--- src/hdl/iir3_pkg.sv ---
`timescale 1ns / 1ps

package iir3_pkg;

   localparam int SAMPLE_WIDTH_DEF = 24;
   localparam int COEF_WIDTH_DEF   = 32;
   localparam int ACC_WIDTH_DEF    = 48;

   localparam int NUM_COEF    = 7;
   localparam int CSR_INDEX_W = 3;
   localparam int CHUNK_W     = 16;
   localparam int STEP_W      = 3;

   // product steps, in the order the sequencer runs them
   localparam logic [STEP_W-1:0] STEP_B0 = 3'd0;
   localparam logic [STEP_W-1:0] STEP_B1 = 3'd1;
   localparam logic [STEP_W-1:0] STEP_A1 = 3'd2;
   localparam logic [STEP_W-1:0] STEP_B2 = 3'd3;
   localparam logic [STEP_W-1:0] STEP_A2 = 3'd4;
   localparam logic [STEP_W-1:0] STEP_B3 = 3'd5;
   localparam logic [STEP_W-1:0] STEP_A3 = 3'd6;

   typedef enum logic [CSR_INDEX_W-1:0] {
      COEF_B0 = 3'd0,
      COEF_B1 = 3'd1,
      COEF_B2 = 3'd2,
      COEF_B3 = 3'd3,
      COEF_A1 = 3'd4,
      COEF_A2 = 3'd5,
      COEF_A3 = 3'd6
   } coef_idx_type;

   typedef enum logic [1:0] {
      TERM_NONE,
      TERM_ADD_FF,
      TERM_SUB_FB
   } term_op_type;

   typedef enum logic [1:0] {
      SRC_D1,
      SRC_D2,
      SRC_D3,
      SRC_ZERO
   } acc_src_type;

   typedef enum logic [1:0] {
      DST_Y,
      DST_D1,
      DST_D2,
      DST_D3
   } acc_dst_type;

   typedef enum logic [2:0] {
      ST_IDLE,
      ST_MUL,
      ST_DRAIN1,
      ST_DRAIN2,
      ST_STORE,
      ST_DONE
   } ctrl_state_type;

   typedef struct packed {
      logic         mul_en;
      logic         mul_first;
      logic         mul_sel_y;
      coef_idx_type coef_sel;
      term_op_type  term_op;
      logic         acc_load;
      acc_src_type  load_sel;
      logic         store_en;
      acc_dst_type  store_sel;
      logic         x_load;
      logic         out_load;
   } dp_cmd_type;

   function automatic coef_idx_type step_coef(input logic [STEP_W-1:0] step);
      coef_idx_type c;
      case (step)
         STEP_B0: c = COEF_B0;
         STEP_B1: c = COEF_B1;
         STEP_A1: c = COEF_A1;
         STEP_B2: c = COEF_B2;
         STEP_A2: c = COEF_A2;
         STEP_B3: c = COEF_B3;
         default: c = COEF_A3;
      endcase
      return c;
   endfunction

   function automatic logic step_uses_y(input logic [STEP_W-1:0] step);
      return (step == STEP_A1) || (step == STEP_A2) || (step == STEP_A3);
   endfunction

endpackage

--- src/hdl/iir3_ctrl.sv ---
`timescale 1ns / 1ps

module iir3_ctrl
   import iir3_pkg::*;
#(
   parameter int SAMPLE_WIDTH = SAMPLE_WIDTH_DEF,
   parameter int ACC_WIDTH    = ACC_WIDTH_DEF
) (
   input  logic       clock,
   input  logic       reset,
   input  logic       req_tvalid,
   output logic       req_tready,
   output logic       rsp_tvalid,
   input  logic       rsp_tready,
   output dp_cmd_type cmd
);

   localparam int NX    = (SAMPLE_WIDTH + CHUNK_W - 1) / CHUNK_W;
   localparam int NY    = (ACC_WIDTH + CHUNK_W - 1) / CHUNK_W;
   localparam int CNT_W = (NY > 1) ? $clog2(NY) : 1;
   localparam logic [CNT_W-1:0] X_LAST = CNT_W'(NX - 1);
   localparam logic [CNT_W-1:0] Y_LAST = CNT_W'(NY - 1);

   ctrl_state_type    state_ff, state_in;
   logic [STEP_W-1:0] step_ff, step_in;
   logic [CNT_W-1:0]  cnt_ff, cnt_in;
   logic              rsp_valid_ff, rsp_valid_in;

   always_ff @(posedge clock) begin
      if (reset) begin
         state_ff     <= ST_IDLE;
         step_ff      <= STEP_B0;
         cnt_ff       <= '0;
         rsp_valid_ff <= 1'b0;
      end else begin
         state_ff     <= state_in;
         step_ff      <= step_in;
         cnt_ff       <= cnt_in;
         rsp_valid_ff <= rsp_valid_in;
      end
   end

   always_comb begin
      logic uses_y;
      logic last;
      uses_y       = step_uses_y(step_ff);
      last         = (cnt_ff == (uses_y ? Y_LAST : X_LAST));
      state_in     = state_ff;
      step_in      = step_ff;
      cnt_in       = cnt_ff;
      rsp_valid_in = rsp_valid_ff && !rsp_tready;
      req_tready   = 1'b0;
      cmd          = '0;
      case (state_ff)
         ST_IDLE: begin
            req_tready = 1'b1;
            if (req_tvalid) begin
               cmd.x_load   = 1'b1;
               cmd.acc_load = 1'b1;
               cmd.load_sel = SRC_D1;
               step_in      = STEP_B0;
               cnt_in       = '0;
               state_in     = ST_MUL;
            end
         end
         ST_MUL: begin
            cmd.mul_en    = 1'b1;
            cmd.mul_first = (cnt_ff == '0);
            cmd.mul_sel_y = uses_y;
            cmd.coef_sel  = step_coef(step_ff);
            if (last) begin
               cmd.term_op = uses_y ? TERM_SUB_FB : TERM_ADD_FF;
               cnt_in      = '0;
               // even steps close a sum
               if (!step_ff[0]) begin
                  state_in = ST_DRAIN1;
               end else begin
                  step_in = step_ff + 1'b1;
               end
            end else begin
               cnt_in = cnt_ff + 1'b1;
            end
         end
         ST_DRAIN1: begin
            state_in = ST_DRAIN2;
         end
         ST_DRAIN2: begin
            state_in = ST_STORE;
         end
         ST_STORE: begin
            cmd.store_en = 1'b1;
            step_in      = step_ff + 1'b1;
            state_in     = ST_MUL;
            case (step_ff)
               STEP_B0: begin
                  cmd.store_sel = DST_Y;
                  cmd.acc_load  = 1'b1;
                  cmd.load_sel  = SRC_D2;
               end
               STEP_A1: begin
                  cmd.store_sel = DST_D1;
                  cmd.acc_load  = 1'b1;
                  cmd.load_sel  = SRC_D3;
               end
               STEP_A2: begin
                  cmd.store_sel = DST_D2;
                  cmd.acc_load  = 1'b1;
                  cmd.load_sel  = SRC_ZERO;
               end
               default: begin
                  cmd.store_sel = DST_D3;
                  step_in       = STEP_B0;
                  state_in      = ST_DONE;
               end
            endcase
         end
         ST_DONE: begin
            if (!rsp_valid_ff || rsp_tready) begin
               cmd.out_load = 1'b1;
               rsp_valid_in = 1'b1;
               state_in     = ST_IDLE;
            end
         end
         default: begin
            state_in = ST_IDLE;
         end
      endcase
   end

   assign rsp_tvalid = rsp_valid_ff;

endmodule

--- src/hdl/iir3_dp.sv ---
`timescale 1ns / 1ps

module iir3_dp
   import iir3_pkg::*;
#(
   parameter int SAMPLE_WIDTH = SAMPLE_WIDTH_DEF,
   parameter int COEF_WIDTH   = COEF_WIDTH_DEF,
   parameter int ACC_WIDTH    = ACC_WIDTH_DEF
) (
   input  logic                           clock,
   input  logic                           reset,
   input  dp_cmd_type                     cmd,
   input  logic                           csr_valid,
   input  logic [CSR_INDEX_W-1:0]         csr_index,
   input  logic [COEF_WIDTH-1:0]          csr_data,
   input  logic signed [SAMPLE_WIDTH-1:0] req_sample,
   input  logic                           req_last,
   output logic signed [SAMPLE_WIDTH-1:0] out_sample,
   output logic                           out_last
);

   localparam int SF      = SAMPLE_WIDTH - 1;
   localparam int CF      = COEF_WIDTH - 4;
   localparam int AF      = ACC_WIDTH - 8;
   localparam int NX      = (SAMPLE_WIDTH + CHUNK_W - 1) / CHUNK_W;
   localparam int NY      = (ACC_WIDTH + CHUNK_W - 1) / CHUNK_W;
   localparam int OPW     = NY * CHUNK_W;
   localparam int XPAD    = OPW - NX * CHUNK_W;
   localparam int PPW     = CHUNK_W + 1 + COEF_WIDTH;
   localparam int PROD_W  = ACC_WIDTH + COEF_WIDTH;
   localparam int TW      = PROD_W + 1;
   localparam int SUM_W   = ACC_WIDTH + 8;
   localparam int FF_FROM = SF + CF;
   localparam int FF_RSH  = (FF_FROM > AF) ? FF_FROM - AF : 0;
   localparam int FF_LSH  = (AF > FF_FROM) ? AF - FF_FROM : 0;
   localparam int O_RSH   = (AF > SF) ? AF - SF : 0;
   localparam int O_LSH   = (SF > AF) ? SF - AF : 0;
   localparam int OW      = ACC_WIDTH + 1 + O_LSH;

   localparam logic signed [TW-1:0] FF_RND = (TW'(1) << FF_RSH) >> 1;
   localparam logic signed [TW-1:0] FB_RND = (TW'(1) << CF) >> 1;
   localparam logic signed [OW-1:0] O_RND  = (OW'(1) << O_RSH) >> 1;
   localparam logic signed [COEF_WIDTH-1:0] COEF_ONE = COEF_WIDTH'(1) << CF;

   logic signed [SAMPLE_WIDTH-1:0] x_ff;
   logic                           blk_ff;
   logic signed [COEF_WIDTH-1:0]   coef_ff [NUM_COEF];
   logic signed [ACC_WIDTH-1:0]    y_ff, d1_ff, d2_ff, d3_ff;
   logic signed [SUM_W-1:0]        acc_ff, acc_in;
   logic signed [OPW-1:0]          x_op, y_op;
   logic [OPW-1:0]                 opnd_ff, opnd_src;
   logic [CHUNK_W-1:0]             chunk;
   logic                           chunk_msb;
   logic signed [PPW-1:0]          pp_ff, pp_in;
   logic                           pp_vld_ff, pp_first_ff;
   logic signed [PROD_W-1:0]       prod_ff, prod_in;
   term_op_type                    op1_ff, op2_ff;
   logic signed [TW-1:0]           prod_w, t_ff_w, t_fb_w;
   logic signed [SUM_W-1:0]        term_ff, term_fb;
   logic [SUM_W-ACC_WIDTH:0]       acc_hi;
   logic signed [ACC_WIDTH-1:0]    acc_sat;
   logic signed [OW-1:0]           o_w, o_t;
   logic [OW-SAMPLE_WIDTH:0]       o_hi;
   logic signed [SAMPLE_WIDTH-1:0] o_sat;
   logic signed [SAMPLE_WIDTH-1:0] out_sample_ff;
   logic                           out_last_ff;

   // coefficient registers
   always_ff @(posedge clock) begin
      if (reset) begin
         for (int i = 0; i < NUM_COEF; i++) begin
            coef_ff[i] <= (i == int'(COEF_B0)) ? COEF_ONE : '0;
         end
      end else if (csr_valid && (csr_index < CSR_INDEX_W'(NUM_COEF))) begin
         coef_ff[csr_index] <= csr_data;
      end
   end

   // shared multiplier, one chunk of the operand per cycle, top chunk first
   assign x_op      = OPW'(x_ff);
   assign y_op      = OPW'(y_ff);
   assign opnd_src  = cmd.mul_first ? (cmd.mul_sel_y ? y_op : (x_op << XPAD)) : opnd_ff;
   assign chunk     = opnd_src[OPW-1 -: CHUNK_W];
   assign chunk_msb = cmd.mul_first & chunk[CHUNK_W-1];
   assign pp_in     = $signed({chunk_msb, chunk}) * coef_ff[cmd.coef_sel];

   assign prod_in = pp_first_ff ? PROD_W'(pp_ff) : (prod_ff <<< CHUNK_W) + PROD_W'(pp_ff);

   // bring product to accumulator format, round half up
   assign prod_w  = TW'(prod_ff);
   assign t_ff_w  = ((prod_w <<< FF_LSH) + FF_RND) >>> FF_RSH;
   assign t_fb_w  = (prod_w + FB_RND) >>> CF;
   assign term_ff = $signed(t_ff_w[SUM_W-1:0]);
   assign term_fb = $signed(t_fb_w[SUM_W-1:0]);

   always_comb begin
      acc_in = acc_ff;
      case (op2_ff)
         TERM_ADD_FF: acc_in = acc_ff + term_ff;
         TERM_SUB_FB: acc_in = acc_ff - term_fb;
         default:     acc_in = acc_ff;
      endcase
      if (cmd.acc_load) begin
         case (cmd.load_sel)
            SRC_D1:  acc_in = SUM_W'(d1_ff);
            SRC_D2:  acc_in = SUM_W'(d2_ff);
            SRC_D3:  acc_in = SUM_W'(d3_ff);
            default: acc_in = '0;
         endcase
      end
   end

   assign acc_hi  = acc_ff[SUM_W-1:ACC_WIDTH-1];
   assign acc_sat = ((&acc_hi) || !(|acc_hi)) ? acc_ff[ACC_WIDTH-1:0] :
                    acc_ff[SUM_W-1] ? {1'b1, {(ACC_WIDTH-1){1'b0}}} :
                                      {1'b0, {(ACC_WIDTH-1){1'b1}}};

   // output rounding and clamp
   assign o_w   = OW'(y_ff);
   assign o_t   = ((o_w <<< O_LSH) + O_RND) >>> O_RSH;
   assign o_hi  = o_t[OW-1:SAMPLE_WIDTH-1];
   assign o_sat = ((&o_hi) || !(|o_hi)) ? o_t[SAMPLE_WIDTH-1:0] :
                  o_t[OW-1] ? {1'b1, {(SAMPLE_WIDTH-1){1'b0}}} :
                              {1'b0, {(SAMPLE_WIDTH-1){1'b1}}};

   always_ff @(posedge clock) begin
      if (reset) begin
         pp_vld_ff <= 1'b0;
         op1_ff    <= TERM_NONE;
         op2_ff    <= TERM_NONE;
      end else begin
         pp_vld_ff <= cmd.mul_en;
         op1_ff    <= cmd.term_op;
         op2_ff    <= op1_ff;
      end
   end

   always_ff @(posedge clock) begin
      if (reset) begin
         d1_ff <= '0;
         d2_ff <= '0;
         d3_ff <= '0;
      end else if (cmd.store_en) begin
         case (cmd.store_sel)
            DST_D1:  d1_ff <= acc_sat;
            DST_D2:  d2_ff <= acc_sat;
            DST_D3:  d3_ff <= acc_sat;
            default: ;
         endcase
      end
   end

   always_ff @(posedge clock) begin
      if (cmd.x_load) begin
         x_ff   <= req_sample;
         blk_ff <= req_last;
      end
      if (cmd.mul_en) begin
         pp_ff       <= pp_in;
         pp_first_ff <= cmd.mul_first;
         opnd_ff     <= opnd_src << CHUNK_W;
      end
      if (pp_vld_ff) begin
         prod_ff <= prod_in;
      end
      if (cmd.store_en && (cmd.store_sel == DST_Y)) begin
         y_ff <= acc_sat;
      end
      if (cmd.out_load) begin
         out_sample_ff <= o_sat;
         out_last_ff   <= blk_ff;
      end
      acc_ff <= acc_in;
   end

   assign out_sample = out_sample_ff;
   assign out_last   = out_last_ff;

endmodule

--- src/hdl/third_order_iir_filter.sv ---
`timescale 1ns / 1ps

// Third-order IIR filter, transposed direct form II, one Q1.23 sample in and one
// saturated Q1.23 sample out per request; tlast passes through. Seven Q4.28
// coefficients (b0..b3, a1..a3) are written over the csr channel at index 0..6
// and should only be changed while no request is in flight. All seven products
// go through one shared signed multiplier that takes 16 bits of the sample or
// accumulator operand per cycle, so a request's work grows with the number of
// 16-bit chunks in the sample (sample products) and in the accumulator (feedback
// products), plus pipeline drain and store steps. A finished result sits in an
// output register, so the next request is taken while it waits.
module third_order_iir_filter
   import iir3_pkg::*;
#(
   parameter int SAMPLE_WIDTH = SAMPLE_WIDTH_DEF,
   parameter int COEF_WIDTH   = COEF_WIDTH_DEF,
   parameter int ACC_WIDTH    = ACC_WIDTH_DEF,
   localparam int TDATA_W     = ((SAMPLE_WIDTH + 7) / 8) * 8
) (
   input  logic                   clock,
   input  logic                   reset,
   input  logic                   req_tvalid,
   output logic                   req_tready,
   input  logic [TDATA_W-1:0]     req_tdata,   // sample_in
   input  logic                   req_tlast,
   output logic                   rsp_tvalid,
   input  logic                   rsp_tready,
   output logic [TDATA_W-1:0]     rsp_tdata,   // sample_out
   output logic                   rsp_tlast,
   input  logic                   csr_valid,
   output logic                   csr_ready,
   input  logic [CSR_INDEX_W-1:0] csr_index,
   input  logic [COEF_WIDTH-1:0]  csr_data
);

   dp_cmd_type                     cmd;
   logic signed [SAMPLE_WIDTH-1:0] out_sample;

   iir3_ctrl #(
      .SAMPLE_WIDTH(SAMPLE_WIDTH),
      .ACC_WIDTH   (ACC_WIDTH)
   ) u_ctrl (
      .clock     (clock),
      .reset     (reset),
      .req_tvalid(req_tvalid),
      .req_tready(req_tready),
      .rsp_tvalid(rsp_tvalid),
      .rsp_tready(rsp_tready),
      .cmd       (cmd)
   );

   iir3_dp #(
      .SAMPLE_WIDTH(SAMPLE_WIDTH),
      .COEF_WIDTH  (COEF_WIDTH),
      .ACC_WIDTH   (ACC_WIDTH)
   ) u_dp (
      .clock     (clock),
      .reset     (reset),
      .cmd       (cmd),
      .csr_valid (csr_valid),
      .csr_index (csr_index),
      .csr_data  (csr_data),
      .req_sample($signed(req_tdata[SAMPLE_WIDTH-1:0])),
      .req_last  (req_tlast),
      .out_sample(out_sample),
      .out_last  (rsp_tlast)
   );

   assign csr_ready = 1'b1;
   assign rsp_tdata = TDATA_W'($unsigned(out_sample));

   // one request at a time
   a_req_one_at_a_time: assert property (
      @(posedge clock) disable iff (reset)
      req_tvalid && req_tready |=> !req_tready
   ) else $error("request taken while previous one in progress");

   // a new result is only presented after the sequencer finished its run
   a_rsp_after_run: assert property (
      @(posedge clock) disable iff (reset)
      $rose(rsp_tvalid) |-> !$past(req_tready)
   ) else $error("result presented without a completed run");

   // nothing is multiplied while the block waits for a request
   a_idle_quiet: assert property (
      @(posedge clock) disable iff (reset)
      req_tready |-> !cmd.mul_en && !cmd.store_en && !cmd.out_load
   ) else $error("datapath active while idle");

endmodule
--- config.mk ---
export PLATFORM = sky130hd
export DESIGN_NAME = third_order_iir_filter
export DESIGN_NICKNAME = d
export VERILOG_FILES = /design/src/hdl/iir3_pkg.sv /design/src/hdl/iir3_ctrl.sv /design/src/hdl/iir3_dp.sv /design/src/hdl/third_order_iir_filter.sv
export SDC_FILE = /design/constraint.sdc
export NUM_CORES = 2
export LEC_CHECK = 0
export BUFFER_PORTS_ARGS = -buffer_cell sky130_fd_sc_hd__buf_2
export CAP_MARGIN = 15
export CORE_MARGIN = 4
export CORE_UTILIZATION = 70
export CTS_BUF_LIST = sky130_fd_sc_hd__clkbuf_8 sky130_fd_sc_hd__clkbuf_16
export DETAILED_ROUTE_END_ITERATION = 7
export PLACE_DENSITY = 0.84
export RECOVER_POWER = 25
export SLEW_MARGIN = 20
export SYNTH_ARGS = -nofsm -noshare
export SYNTH_HDL_FRONTEND = slang
export SYNTH_HIERARCHICAL = 1
export SYNTH_SLANG_ARGS = --single-unit
--- constraint.sdc ---
create_clock -name clock -period 27 [get_ports clock]
set_clock_uncertainty 0.15 [all_clocks]
set_input_delay 5.4 -clock clock [delete_from_list [all_inputs] [get_ports clock]]
set_output_delay 5.4 -clock clock [all_outputs]
set_load 0.01 [all_outputs]
==> summary.txt <==
Status: complete, but fails checks
Failing checks: DRC, capacitance limit, slew limit
Crit start category: flop
Initial DRC Count: 5,098
RSZ-0062 raised after global routing: no
Largest net degree at the start of global routing: 101
Fin Setup TNS: 0 ns
Post-synth EDFFs: 540
# rows: 106
CTS buffer count: 78
Synthesis Warnings: 6
Clock Tree Buf Depth: 3
Slowest stage cell, crit path: clkbuf_1
Post-Layout Cell Count: 7,234
Fin. Hold Viols: 0
Wire per inst: 22.85 um
Vias/cell: 6.471
CTS Root Cell: clkbuf_16
Fmax: 75.40 MHz
Most common cell on crit path: fa_1
HPWL after DPL: 117,500 um
Vias after detailed routing: 46,810
Seq/Total Area, Yosys: 33.93%
Layout cells sized above 1: 7.426%
Total die area: 89,010 um2
CP Class: reg2reg
Post-CTS Repair Setup Buffers: 0
Clock latency on the worst-skew pair: 0.66 ns
Commonest cells in the netlist: nor2_1 (790), inv_1 (674), nand2_1 (623), edfxtp_1 (540), fa_1 (523)
# setup viols final: 0
Residual DRC count: 1
Initial Util: 70.62%
Vias in the first global route: 47,510
DRT Pass-1 Iters: 8
Slew margin rel.: -140.6%
#FFs+latches synth: 730
Top-Level Pins: 93
Resize count post-CTS: 0
Share of the synthesized area in the top cell type: 27.48%
Count leader, synth: nor2_1
Crit path DAT: 13.51 ns
Initial antenna violation count: 1
Die width: 298.3 um
Cell Area, Synth: 59,010 um2
Slowest cell delay on critical path: 2.45 ns
WL final: 165,300 um
Pins over their slew limit: 487
Gr usage total: 36.95%
Antenna diodes: 0
Req. time, crit path: 27.24 ns
First-pass GRT wire length: 259,100 um
Post-synth cell types: 108
Post-CTS Hold Buffers: 0
Largest area contributor in the netlist: edfxtp_1
ANT nets after route: 0
Mapped Cells: 6,137
Placed Cells: 7,090
Die Span Y: 298.3 um
TritonCTS clock tree: built
Gr ovfl total: 0
Synth Flop Type: edfxtp_1
Area contributors post-synth: edfxtp_1 (27%), fa_1 (18%), dfxtp_1 (6.4%)
Clock Pin Slew Worst Setup and Hold Paths: 0.06 ns
GP Congestion: 0.9791
Syn_area_per_cell: 9.615 um2
Core area: 83,560 um2
WHS: 0.2574 ns
CP top delay family: buffers and inverters
Critical path fanouts, max: 88
Maxcap violations: 8
Number of H-tree levels: 3
CTS sink cnt: 730
Area added between synthesis and finish: 6.688%
Worst Path Buf+Inv: 6
Least-Margin Pin Slew: 3.609 ns
Worst Setup End Kind: flop
Async set or reset register ratio after synthesis: 0%
I/O Buffers: 91
Fin crit share: 49.12%
Hold crit path type: reg2reg
Min Tclk post-route: 13.26 ns
Layout Nets: 6,922
-- registers in the layout (all words and copies together), names as in the netlist, 32 cells and up --
| register | flops |
|---|---|
| u_dp/coef_ff | 256 |
| u_dp/acc_ff | 56 |
| u_dp/prod_ff | 80 |
| u_dp/opnd_ff | 32 |
| u_dp/d2_ff | 48 |
| u_dp/d3_ff | 48 |
| u_dp/y_ff | 48 |
| u_dp/d1_ff | 48 |
| u_dp/pp_ff | 49 |
-- cells by family after synthesis --
family	share of synthesized area, %
AOI/OAI and AO/OA	11.82
other	0.01273
DFF	33.93
and+or+nand+nor	15.34
muxes	4.945
xor gates and xnor gates	4.631
buffers and inverters	6.427
adders and majority gates	22.90
-- metal layers --
metal  routed length, um  vias up  track usage [%]
met5                  13        -                0
met1               58520    22510            45.28
met3               15590      791            6.633
met4               13620        2            25.36
li1                    -    20700                -
met2               77540     2809            60.12
-- final timing paths --
check | slack (ns) | endpoint | cells after the start | startpoint
max | 13.74 | u_dp/pp_ff[46]$_DFFE_PP_ | 29 | u_ctrl/state_ff[0]$_SDFFE_PP0P_
min | 0.26 | u_dp/prod_ff[7]$_DFFE_PP_ | 0 | u_dp/pp_ff[7]$_DFFE_PP_
max reg2reg | 13.74 | u_dp/pp_ff[46]$_DFFE_PP_ | 29 | u_ctrl/state_ff[0]$_SDFFE_PP0P_
min reg2reg | 0.26 | u_dp/prod_ff[7]$_DFFE_PP_ | 0 | u_dp/pp_ff[7]$_DFFE_PP_
-- worst register-to-register path: cells and delay by family, from the launching register on --
family                     cells  cell delay [ns]
xor gates and xnor gates       1             0.08
buffers and inverters          6             4.56
DFF                            1             0.43
adders and majority gates      7             3.51
AOI/OAI and AO/OA              7             1.89
and+or+nand+nor                8             2.43
-- cells in the final DEF, fill, tap and decap left out, drive strengths merged, types with 14 or more instances in the layout --
cell / instances
nor2: 790
inv: 705
nand2: 624
edfxtp: 540
fa: 523
a21oi: 357
o21ai: 294
ha: 243
dfxtp: 190
xnor2: 174
a211oi: 157
buf: 150
xor2: 138
a21o: 115
mux2i: 108
nand3: 98
clkbuf: 93
and3: 70
nand4: 69
and2: 65
mux4: 64
nor3: 64
nor2b: 46
nand2b: 43
mux2: 34
conb: 33
or3: 32
nor4: 30
o31ai: 26
o21a: 25
o21bai: 23
clkinv: 23
a31oi: 22
or4: 18
and4: 14
-- metrics by stage --
step | area, um2 | util (%) | setup slack (ns)
final | 62960 | 75.35 | 13.74
after CTS | 62980 | 75.37 | 16.57
after global routing | 62960 | 75.35 | 12.77
after floorplan | 59130 | - | 17.88
after detailed placement | 60410 | 72.29 | 16.59
after global placement | 60400 | 72.29 | 16.79
-- area by class of cell --
class	instances	area, um2
Clock buffer	86	2096
Fill cell	5580	20600
Multi-Input combinational cell	4446	35540
Clock inverter	57	475.5
Timing Repair Buffer	157	930.9
Inverter	678	2546
Sequential cell	730	20020
Tap cell	1080	1351
Power is not shown: default switching activity piles up to over one toggle a cycle in this logic, so the estimate is an artifact.
